===== src/rtl/wbps_pkg.sv =====
// shared types and constants for the wildcard byte pattern scanner
package wbps_pkg;

    localparam int CFG_BYTES       = 24;
    localparam int MAX_PATTERN_DEF = 24;
    localparam int OFFSET_BITS_DEF = 32;
    localparam int OUT_W           = 32;
    localparam int CFG_DATA_W      = 64;
    localparam int CFG_ADDR_W      = 6;
    localparam int QUEUE_DEPTH     = 4;

    localparam logic [2:0] REG_PATTERN_LOW  = 3'd0;
    localparam logic [2:0] REG_PATTERN_MID  = 3'd1;
    localparam logic [2:0] REG_PATTERN_HIGH = 3'd2;
    localparam logic [2:0] REG_CARE_BITS    = 3'd3;
    localparam logic [2:0] REG_PATTERN_LEN  = 3'd4;

    localparam logic [CFG_BYTES-1:0] CARE_RESET = '1;
    localparam logic [4:0]           LEN_RESET  = 5'd24;

    typedef struct packed {
        logic [CFG_BYTES*8-1:0] pattern;
        logic [CFG_BYTES-1:0]   care;
        logic [4:0]             length;
    } cfg_t;

    typedef struct packed {
        logic             hit;
        logic [OUT_W-1:0] start;
        logic             last;
    } scan_ev_t;

endpackage


===== src/rtl/wbps_cfg.sv =====
// register file behind the apb configuration port
module wbps_cfg
    import wbps_pkg::*;
(
    input  logic                  clk,
    input  logic                  rst_n,
    input  logic                  psel,
    input  logic                  penable,
    input  logic                  pwrite,
    input  logic [CFG_ADDR_W-1:0] paddr,
    input  logic [CFG_DATA_W-1:0] pwdata,
    output logic [CFG_DATA_W-1:0] prdata,
    output cfg_t                  cfg
);

    logic [63:0]          pat_low_reg;
    logic [63:0]          pat_mid_reg;
    logic [63:0]          pat_high_reg;
    logic [CFG_BYTES-1:0] care_reg;
    logic [4:0]           len_reg;
    logic [2:0]           index;
    logic                 wr_en;

    assign index = paddr[CFG_ADDR_W-1:3];
    assign wr_en = psel && penable && pwrite;

    always_ff @(posedge clk or negedge rst_n)
    begin
        if (!rst_n)
        begin
            pat_low_reg  <= '0;
            pat_mid_reg  <= '0;
            pat_high_reg <= '0;
            care_reg     <= CARE_RESET;
            len_reg      <= LEN_RESET;
        end
        else if (wr_en)
        begin
            unique case (index)
                REG_PATTERN_LOW:  pat_low_reg  <= pwdata;
                REG_PATTERN_MID:  pat_mid_reg  <= pwdata;
                REG_PATTERN_HIGH: pat_high_reg <= pwdata;
                REG_CARE_BITS:    care_reg     <= pwdata[CFG_BYTES-1:0];
                REG_PATTERN_LEN:  len_reg      <= pwdata[4:0];
                default:          ;
            endcase
        end
    end

    always_comb
    begin
        unique case (index)
            REG_PATTERN_LOW:  prdata = pat_low_reg;
            REG_PATTERN_MID:  prdata = pat_mid_reg;
            REG_PATTERN_HIGH: prdata = pat_high_reg;
            REG_CARE_BITS:    prdata = CFG_DATA_W'(care_reg);
            REG_PATTERN_LEN:  prdata = CFG_DATA_W'(len_reg);
            default:          prdata = '0;
        endcase
    end

    assign cfg.pattern = {pat_high_reg, pat_mid_reg, pat_low_reg};
    assign cfg.care    = care_reg;
    assign cfg.length  = len_reg;

endmodule


===== src/rtl/wbps_front.sv =====
// front end: byte window, offset counter and wildcard compare
module wbps_front
    import wbps_pkg::*;
#(
    parameter int MAX_PATTERN = MAX_PATTERN_DEF,
    parameter int OFFSET_BITS = OFFSET_BITS_DEF
)
(
    input  logic     clk,
    input  logic     rst_n,
    input  cfg_t     cfg,
    input  logic     in_valid,
    output logic     in_ready,
    input  logic [7:0] data_byte,
    input  logic     byte_readable,
    input  logic     last_byte,
    output logic     ev_valid,
    input  logic     ev_full,
    output scan_ev_t ev
);

    localparam int LEN_W = $clog2(MAX_PATTERN + 1);
    localparam int IDX_W = (MAX_PATTERN > 1) ? $clog2(MAX_PATTERN) : 1;
    localparam int EXT   = (MAX_PATTERN > CFG_BYTES) ? MAX_PATTERN : CFG_BYTES;

    logic [7:0]             bytes_reg [MAX_PATTERN];
    logic [MAX_PATTERN-1:0] readable_reg;
    logic [OFFSET_BITS-1:0] pos_reg;

    logic [7:0]             bytes_next [MAX_PATTERN];
    logic [MAX_PATTERN-1:0] readable_next;
    logic [EXT*8-1:0]       pat_ext;
    logic [EXT-1:0]         care_ext;
    logic [LEN_W-1:0]       len;
    logic [LEN_W-1:0]       w;
    logic [IDX_W-1:0]       widx;
    logic                   hit;
    logic [OFFSET_BITS-1:0] start_full;
    logic                   accept;

    assign in_ready = !ev_full;
    assign accept   = in_valid && in_ready;
    assign ev_valid = accept;

    assign pat_ext  = (EXT*8)'(cfg.pattern);
    assign care_ext = EXT'(cfg.care);

    always_comb
    begin
        if (cfg.length == '0)
            len = LEN_W'(1);
        else if (int'(cfg.length) > MAX_PATTERN)
            len = LEN_W'(MAX_PATTERN);
        else
            len = LEN_W'(cfg.length);
    end

    always_comb
    begin
        bytes_next[0]    = data_byte;
        readable_next[0] = byte_readable;
        for (int k = 1; k < MAX_PATTERN; k++)
        begin
            bytes_next[k]    = bytes_reg[k-1];
            readable_next[k] = readable_reg[k-1];
        end
    end

    // pattern byte j lines up with the byte len-1-j places back
    always_comb
    begin
        hit  = 1'b1;
        w    = '0;
        widx = '0;
        for (int j = 0; j < MAX_PATTERN; j++)
        begin
            if (j < int'(len))
            begin
                w    = len - LEN_W'(1) - LEN_W'(j);
                widx = IDX_W'(w);
                if (!readable_next[widx])
                    hit = 1'b0;
                if (care_ext[j] && (pat_ext[j*8 +: 8] != bytes_next[widx]))
                    hit = 1'b0;
            end
        end
    end

    assign start_full = pos_reg + OFFSET_BITS'(1) - OFFSET_BITS'(len);

    assign ev.hit   = hit;
    assign ev.start = hit ? OUT_W'(start_full) : '0;
    assign ev.last  = last_byte;

    always_ff @(posedge clk or negedge rst_n)
    begin
        if (!rst_n)
        begin
            for (int k = 0; k < MAX_PATTERN; k++)
                bytes_reg[k] <= '0;
            readable_reg <= '0;
            pos_reg      <= '0;
        end
        else if (accept)
        begin
            if (last_byte)
            begin
                for (int k = 0; k < MAX_PATTERN; k++)
                    bytes_reg[k] <= '0;
                readable_reg <= '0;
                pos_reg      <= '0;
            end
            else
            begin
                bytes_reg    <= bytes_next;
                readable_reg <= readable_next;
                pos_reg      <= pos_reg + OFFSET_BITS'(1);
            end
        end
    end

endmodule


===== src/rtl/wbps_queue.sv =====
// small fifo between the compare front end and the result back end
module wbps_queue
    import wbps_pkg::*;
(
    input  logic     clk,
    input  logic     rst_n,
    input  logic     push,
    input  scan_ev_t push_ev,
    output logic     full,
    input  logic     pop,
    output scan_ev_t pop_ev,
    output logic     empty
);

    localparam int PTR_W = $clog2(QUEUE_DEPTH);
    localparam int CNT_W = $clog2(QUEUE_DEPTH + 1);

    scan_ev_t         slot_reg [QUEUE_DEPTH];
    logic [PTR_W-1:0] wr_ptr_reg;
    logic [PTR_W-1:0] rd_ptr_reg;
    logic [CNT_W-1:0] count_reg;
    logic             do_push;
    logic             do_pop;

    assign full    = (count_reg == CNT_W'(QUEUE_DEPTH));
    assign empty   = (count_reg == '0);
    assign do_push = push && !full;
    assign do_pop  = pop && !empty;
    assign pop_ev  = slot_reg[rd_ptr_reg];

    always_ff @(posedge clk)
    begin
        if (do_push)
            slot_reg[wr_ptr_reg] <= push_ev;
    end

    always_ff @(posedge clk or negedge rst_n)
    begin
        if (!rst_n)
        begin
            wr_ptr_reg <= '0;
            rd_ptr_reg <= '0;
            count_reg  <= '0;
        end
        else
        begin
            if (do_push)
                wr_ptr_reg <= wr_ptr_reg + PTR_W'(1);
            if (do_pop)
                rd_ptr_reg <= rd_ptr_reg + PTR_W'(1);
            if (do_push && !do_pop)
                count_reg <= count_reg + CNT_W'(1);
            else if (do_pop && !do_push)
                count_reg <= count_reg - CNT_W'(1);
        end
    end

endmodule


===== src/rtl/wbps_back.sv =====
// back end: saturating match count and output register
module wbps_back
    import wbps_pkg::*;
(
    input  logic             clk,
    input  logic             rst_n,
    input  logic             ev_empty,
    input  scan_ev_t         ev,
    output logic             ev_pop,
    output logic             out_valid,
    input  logic             out_ready,
    output logic             match_here,
    output logic [OUT_W-1:0] match_start,
    output logic [OUT_W-1:0] match_total,
    output logic             region_done
);

    logic [OUT_W-1:0] count_reg;
    logic [OUT_W-1:0] count_next;
    logic [OUT_W-1:0] total;
    logic             valid_reg;
    logic             here_reg;
    logic [OUT_W-1:0] start_reg;
    logic [OUT_W-1:0] total_reg;
    logic             done_reg;
    logic             load;

    assign load   = !valid_reg || out_ready;
    assign ev_pop = load && !ev_empty;

    always_comb
    begin
        if (ev.hit && (count_reg != '1))
            total = count_reg + OUT_W'(1);
        else
            total = count_reg;
        count_next = ev.last ? '0 : total;
    end

    always_ff @(posedge clk or negedge rst_n)
    begin
        if (!rst_n)
        begin
            count_reg <= '0;
            valid_reg <= 1'b0;
        end
        else if (load)
        begin
            valid_reg <= !ev_empty;
            if (!ev_empty)
                count_reg <= count_next;
        end
    end

    always_ff @(posedge clk)
    begin
        if (ev_pop)
        begin
            here_reg  <= ev.hit;
            start_reg <= ev.start;
            total_reg <= total;
            done_reg  <= ev.last;
        end
    end

    assign out_valid   = valid_reg;
    assign match_here  = here_reg;
    assign match_start = start_reg;
    assign match_total = total_reg;
    assign region_done = done_reg;

endmodule


===== src/rtl/wildcard_byte_pattern_scan_core.sv =====
// top level of the wildcard byte pattern scanner
// a taken byte's result is registered in the queue, then in the back end output register
// throughput: one byte per cycle while the queue is not full, limited by the single window compare
// the four-entry queue absorbs short output stalls without stopping input
// reset: rst_n clears window, offset, count and queue at once; registers
// return to pattern zero, all care bits set and length 24
module wildcard_byte_pattern_scan_core
    import wbps_pkg::*;
#(
    parameter int MAX_PATTERN = MAX_PATTERN_DEF,
    parameter int OFFSET_BITS = OFFSET_BITS_DEF
)
(
    input  logic                  clk,
    input  logic                  rst_n,
    input  logic                  psel,
    input  logic                  penable,
    input  logic                  pwrite,
    input  logic [CFG_ADDR_W-1:0] paddr,
    input  logic [CFG_DATA_W-1:0] pwdata,
    output logic [CFG_DATA_W-1:0] prdata,
    output logic                  pready,
    input  logic                  s_tvalid,
    output logic                  s_tready,
    input  logic [7:0]            s_tdata,   // data_byte
    input  logic                  s_tuser,   // byte_readable
    input  logic                  s_tlast,   // last_byte
    output logic                  m_tvalid,
    input  logic                  m_tready,
    output logic [2*OUT_W-1:0]    m_tdata,   // match_total, match_start
    output logic                  m_tuser,   // match_here
    output logic                  m_tlast    // region_done
);

    cfg_t             cfg;
    scan_ev_t         push_ev;
    scan_ev_t         pop_ev;
    logic             push;
    logic             full;
    logic             pop;
    logic             empty;
    logic [OUT_W-1:0] match_start;
    logic [OUT_W-1:0] match_total;

    assign pready = 1'b1;

    wbps_cfg u_cfg (
        .clk     (clk),
        .rst_n   (rst_n),
        .psel    (psel),
        .penable (penable),
        .pwrite  (pwrite),
        .paddr   (paddr),
        .pwdata  (pwdata),
        .prdata  (prdata),
        .cfg     (cfg)
    );

    wbps_front #(
        .MAX_PATTERN (MAX_PATTERN),
        .OFFSET_BITS (OFFSET_BITS)
    ) u_front (
        .clk           (clk),
        .rst_n         (rst_n),
        .cfg           (cfg),
        .in_valid      (s_tvalid),
        .in_ready      (s_tready),
        .data_byte     (s_tdata),
        .byte_readable (s_tuser),
        .last_byte     (s_tlast),
        .ev_valid      (push),
        .ev_full       (full),
        .ev            (push_ev)
    );

    wbps_queue u_queue (
        .clk     (clk),
        .rst_n   (rst_n),
        .push    (push),
        .push_ev (push_ev),
        .full    (full),
        .pop     (pop),
        .pop_ev  (pop_ev),
        .empty   (empty)
    );

    wbps_back u_back (
        .clk         (clk),
        .rst_n       (rst_n),
        .ev_empty    (empty),
        .ev          (pop_ev),
        .ev_pop      (pop),
        .out_valid   (m_tvalid),
        .out_ready   (m_tready),
        .match_here  (m_tuser),
        .match_start (match_start),
        .match_total (match_total),
        .region_done (m_tlast)
    );

    assign m_tdata = {match_total, match_start};

endmodule

===== config.mk =====
export PLATFORM = sky130hd
export DESIGN_NAME = wildcard_byte_pattern_scan_core
export DESIGN_NICKNAME = d
export VERILOG_FILES = /design/src/rtl/wbps_pkg.sv /design/src/rtl/wbps_cfg.sv /design/src/rtl/wbps_front.sv /design/src/rtl/wbps_queue.sv /design/src/rtl/wbps_back.sv /design/src/rtl/wildcard_byte_pattern_scan_core.sv
export SDC_FILE = /design/constraint.sdc
export NUM_CORES = 2
export LEC_CHECK = 0
export ABC_AREA = 1
export BUFFER_PORTS_ARGS = -buffer_cell sky130_fd_sc_hd__buf_2
export CAP_MARGIN = 15
export CORE_MARGIN = 2
export CORE_UTILIZATION = 40
export DETAILED_ROUTE_END_ITERATION = 8
export PLACE_DENSITY = 0.55
export SYNTH_ARGS = -nofsm -noshare
export SYNTH_HDL_FRONTEND = slang
export SYNTH_SLANG_ARGS = --single-unit

===== constraint.sdc =====
create_clock -name clk -period 5.3 [get_ports clk]
set_input_delay 1.06 -clock clk [delete_from_list [all_inputs] [get_ports clk]]
set_output_delay 1.06 -clock clk [all_outputs]
set_load 0.02 [all_outputs]

# After elaboration in Yosys (flattened, before gate mapping)
# Memories as Yosys holds them, arrays and structs flattened.
# Cells that the tools add are included.
[word_totals]
register_bits = 566
ramBits = 136
in_bits = 87
out_inout_bits = 133
wordCells = 453
memories = 1
[classes]
add_sub_neg = 31
magnitude_cmp = 73
eq_ne = 30
mux = 205
bitwise_logic = 25
reduce_logical = 49
[memory_table]
columns = ["memory", "words", "word_bits", "rd", "rd_clocked_by_memory_dff", "wr", "line", "source"]
rows = [
  ["u_queue.slot_reg", 4, 34, 1, 0, 1, "wbps_queue.sv:18", "scan_ev_t slot_reg [QUEUE_DEPTH];"],
]
[ops]
columns = ["operator", "n"]
rows = [
  ["binary-select mux 8 bit (select 5 bit)", 24],
  ["2-to-1 mux 8 bit", 48],
  ["case mux 64 bit (5 select lines)", 1],
  ["2-to-1 mux 192 bit", 1],
  ["inequality test 8 bit", 24],
  ["greater-or-equal comparator 6 bit (second input constant)", 24],
  ["less-than comparator 5 x 6 -> 1 bit (second input constant)", 24],
  ["inverter 5 -> 6 bit", 24],
  ["2-to-1 mux 32 bit", 4],
  ["binary-select mux 1 bit (select 5 bit)", 24],
  ["2-to-1 mux 1 bit", 98],
  ["adder 32 x 1 -> 32 bit (second input constant)", 2],
  ["less-than comparator 4 x 5 -> 1 bit (first input constant)", 8],
  ["less-than comparator 5 bit (first input constant)", 8],
  ["subtractor 5 x 4 -> 5 bit (second input constant)", 8],
  ["subtractor 5 bit (second input constant)", 8],
  ["logical AND 1 bit", 33],
  ["inequality test 32 bit (second input constant)", 1],
  ["subtractor 32 x 5 -> 32 bit", 1],
  ["2-to-1 mux 23 bit", 1],
  ["less-than comparator 3 x 5 -> 1 bit (first input constant)", 4],
  ["subtractor 5 x 3 -> 5 bit (second input constant)", 4],
  ["AND reduction 2 bit", 6],
  ["less-than comparator 1 x 5 -> 1 bit (first input constant)", 2],
  ["other kinds (18)", 31],
]

# Logic depth before layout (Yosys ltp)
[depth]
word_depth = 82
depth_mapped = 35
mapped_depth_nobuf = 30

# By module
# From an unflattened synthesis, not the netlist that was laid out.
[unflattened]
hier_cells = 7568
hier_area_um2 = 49303.5
[by_module_without_submodules]
columns = ["module", "n_inst", "cells_each", "area_each_um2", "seq_area_each_um2"]
rows = [
  ["wbps_front", 1, 5392, 28947.8, 5980.7],
  ["wbps_cfg", 1, 1185, 9689.3, 5562.8],
  ["wbps_queue", 1, 458, 5888.1, 4259.1],
  ["wbps_back", 1, 531, 4767.1, 2807.7],
  ["wildcard_byte_pattern_scan_core", 1, 2, 11.3, 0.0],
]

# Worst setup path after synthesis
# OpenSTA, ideal clock, no wires.
[synth_path]
path_kind = "register to register"
startpoint = "register u_cfg.len_reg[3]"
endpoint = "memory u_queue.slot_reg[0][6] (netlist bit) (data pin)"
setup_time_ns = 0.167
arrival_ns = 4.226
required_time_ns = 5.133
setup_slack_ns = 0.907
stages_incl_launch_ff = 31
path_buffers = 8
synth_period_minus_slack_ns = 4.393
path_cell_list = "dfstp_2 nand2_2 nand2_4 nand2_1 buf_6 buf_6 buf_2 buf_2 ha_1 clkbuf_1 clkbuf_1 buf_1 nand3_1 nand3_1 nand2_1 nand2_1 nand3_1 nand2_1 nand2_1 nand2_1 nand3_1 nor2_1 nand2_1 a21oi_1 nand2_1 nor2_1 nand2_1 nor2_1 nand2_2 buf_6 nor2_1"
[synth_rtl]
columns = ["element", "line", "source"]
rows = [
  ["from (decl)", "wbps_cfg.sv:20", "logic [4:0] len_reg;"],
  ["from (signal assigned)", "wbps_cfg.sv:44", "REG_PATTERN_LEN: len_reg <= pwdata[4:0];"],
  ["to (decl)", "wbps_queue.sv:18", ""],
]

==> results.py <==
metrics = {
    "run_status": {
        "status": "complete, no violations",
    },
    "global_route": {
        "antenna_found_initial": 10,
        "grt_pass1_wl_um": 302000,
        "grt_usage": 0.348,
        "grt_pass1_vias": 44242,
        "grt_max_degree": 114,
        "grt_overflow": 0,
    },
    "clock_tree": {
        "clock-sinks": 702,
        "clockBufferDepth": 3,
        "cts_hold_buf": 0,
        "clk_latency_ns": 0.72,
        "clk_pin_slew_worst_paths_ns": 0.07,
        "htree_levels": 3,
        "cts_made_buffers": 84,
        "root_buffer": "clkbuf_16",
        "tritoncts": "done",
    },
    "cells_and_area": {
        "nets": 7060,
        "fin_area_sq_um": 52600,
        "final_cells": 8553,
        "syn_to_final_growth_pct": 13.2,
        "seqCellArea_sq_um": 18600,
        "fillCellCount": 12114,
        "drive_gt1_frac": 0.0949,
        "multi_input_area_sq_um": 23900,
        "largest_reg_flops": 184,
        "final_util": 0.455,
    },
    "placement": {
        "hpwl_um": 160000,
        "placed_cell_area_sq_um": 49500,
        "place_congestion": 1.10,
        "placed_cells": 8391,
        "io_buffer_count": 215,
    },
    "floorplan": {
        "die_h_um": 345,
        "die_x_um": 345,
        "die_area_sq_um": 119000,
        "start_util": 0.401,
        "ios": 220,
        "num_rows": 125,
        "core_area_sq_um": 116000,
    },
    "sta": {
        "final_max_slew_viol_count": 0,
        "final-setup-viol-count": 0,
        "fin_crit_sh": 0.963,
        "tightest_slew_ns": 0.998,
        "whs_ns": 0.285,
        "hold_viol": 0,
        "slew_headroom": 0.334,
        "fin_skew_ns": 0.0465,
        "post-route-min-period_ns": 5.10,
        "clock.fmax_mhz": 196,
    },
    "drt": {
        "antenna_left": 0,
        "via_per_inst": 5.65,
        "vias": 48348,
        "drtIter0Drc": 5686,
        "wl_per_cell_um": 24.5,
        "drt_pass1_iterations": 8,
        "routed_wl_um": 209000,
        "drc": 0,
    },
    "setup_path": {
        "path_class": "reg -> reg",
        "cpMostUsedCell": "nand2_1",
        "cp_max_fo": 40,
        "crit_path_top_delay_cell": "dfstp_2",
        "critPathMaxStageDelay_ns": 0.61,
        "rr_worst_depth": 30,
        "end_kind": "flop",
        "cp.arrival_ns": 5.63,
        "startpoint_type": "flop",
        "worstPathRequired_ns": 5.83,
    },
    "synthesis": {
        "yosysUniqueCellTypes": 55,
        "ys.warnings.count": 0,
        "yosysTopAreaCellShare": 0.255,
        "syn_area_sq_um": 46500,
        "ys_ff_latch": 702,
        "synth_ff_type": "dfrtp_1",
        "async_flop_share": 0.712,
        "yosys-top-cells-area": "dfrtp_1, nand2_1, nand3_1",
        "synthCells": 6880,
        "avgSynthCellArea_sq_um": 6.75,
        "yosysSeqAreaShare": 0.401,
        "yosys.area.top_type": "dfrtp_1",
        "synth_edf_count": 202,
        "synth_nets": 6982,
    },
    "power_and_ir_drop": {
        "leakagePower_nw": 25.4,
        "powerDensity_nw_per_um2": 632,
        "p_total_mw": 33.3,
        "vdd_drop_max_mv": 0.360,
    },
    "hold_path": {
        "min_path_type": "in -> async",
    },
    "job": {
        "drv_cap": 0,
    },
}
[metal layers]
layer	track usage	wire length, um	vias up
met1	0.460	86000	23061
met4	0.211	14900	8
met5	0	47	-
met3	0.0658	17400	391
li1	-	-	22899
met2	0.528	90700	1989
[cell families (layout without fill, tap and decap cells)]
logic type,Yosys count,after routing,synth area share
AO/OA/AOI/OAI,921,921,0.112
XOR/XNOR,100,100,0.0195
adder cells (fa/ha/maj),15,15,0.00436
buffers and inverters,1055,1202,0.0912
flip-flops,702,702,0.401
multiplexers,3,3,0.000646
other,1,2,0.0000807
AND/OR/NAND/NOR,4083,4084,0.371
[critical path: cells and delay by family, from the launching register on]
kind | cells | cell delay (ns)
and+or+nand+nor | 21 | 2.61
buffers and inverters | 7 | 1.27
DFF | 1 | 0.61
AOI/OAI and AO/OA | 1 | 0.12
adders and majority gates | 1 | 0.26
[report_power, final]
part	switching (mW)	leakage, nW	internal (mW)	total (mW)
sequential	0.535	8.62	6.57	7.10
clock	2.58	1.42	3.61	6.19
combinational	14.7	15.3	5.26	20.0
[layout make-up]
cell class,instances,area share
Antenna cell,1,0.0000476
Clock buffer,108,0.0432
Clock inverter,48,0.0128
Inverter,660,0.0473
Multi-Input combinational cell,5124,0.453
Sequential cell,702,0.354
Tap cell,1524,0.0362
Timing Repair Buffer,386,0.0533
[timing repair]
item	in CTS	in global routing
setup buffers	0	4
hold endpoints to repair	0	0
gates resized for setup	0	24
endpoints found under the setup margin	0	132
[final timing paths]
| check | startpoint | endpoint | slack, ns |
|---|---|---|---|
| setup / recovery | u_cfg.len_reg[3] | u_queue.slot_reg[1][2] | 0.20 |
| hold / removal | rst_n | u_cfg.pat_high_reg[0] | 0.28 |
| hold reg to reg | u_cfg.care_reg[18] | u_cfg.care_reg[18] | 0.51 |
| min in group clk | u_cfg.care_reg[18] | u_cfg.care_reg[18] | 0.51 |
| max in group asynchronous | rst_n | u_cfg.pat_high_reg[33] | 3.82 |
| setup reg to reg | u_cfg.len_reg[3] | u_queue.slot_reg[1][2] | 0.20 |
[cell usage in the layout, fill, tap and decap left out, types with 37 or more instances in the layout]
cell	n
buf_2	214
inv_1	629
dfrtp_1	473
clkbuf_16	84
o22ai_1	308
o21ai_0	423
o221ai_1	37
nor2_1	200
buf_4	136
nand3_1	1208
edfxtp_1	202
o21ai_1	91
xor2_1	79
nand2_1	2500
[metrics by stage]
step           setup slack [ns]  setup TNS [ns]
2_1_floorplan             0.907               0
3_3_place_gp              0.176               0
3_5_place_dp              0.124               0
4_1_cts                   0.135               0
5_1_grt                -0.00871         -0.0345
6_report                  0.195               0
[synthesized netlist by cell type, types with 2 or more instances]
master     number
nand2_1      2517
dfrtp_1       474
o22ai_1       308
buf_4          17
ha_1           13
clkinv_1        4
o21ai_0       423
fa_1            2
or2_2           3
nand3_2         4
nand2_4         3
nor4_1         11
nand3_1      1214
mux2i_1         3
clkbuf_1      202
buf_1          53
nor2_2         22
nand2_2         9
xnor2_1        17
nor3_1         25
and2_1          3
a22oi_1         3
a31oi_1         3
nand4_1        32
buf_6           9
a21oi_1        30
o211ai_1       14
xor2_1         79
nor2_1        211
edfxtp_1      202
a221oi_1        3
o221ai_1       37
o2111ai_1       2
nand3b_1       23
inv_1         633
xor2_2          3
dfstp_2        26
inv_2          22
o21ai_1        92
buf_2         114
Power figures use the tool's default switching activity.
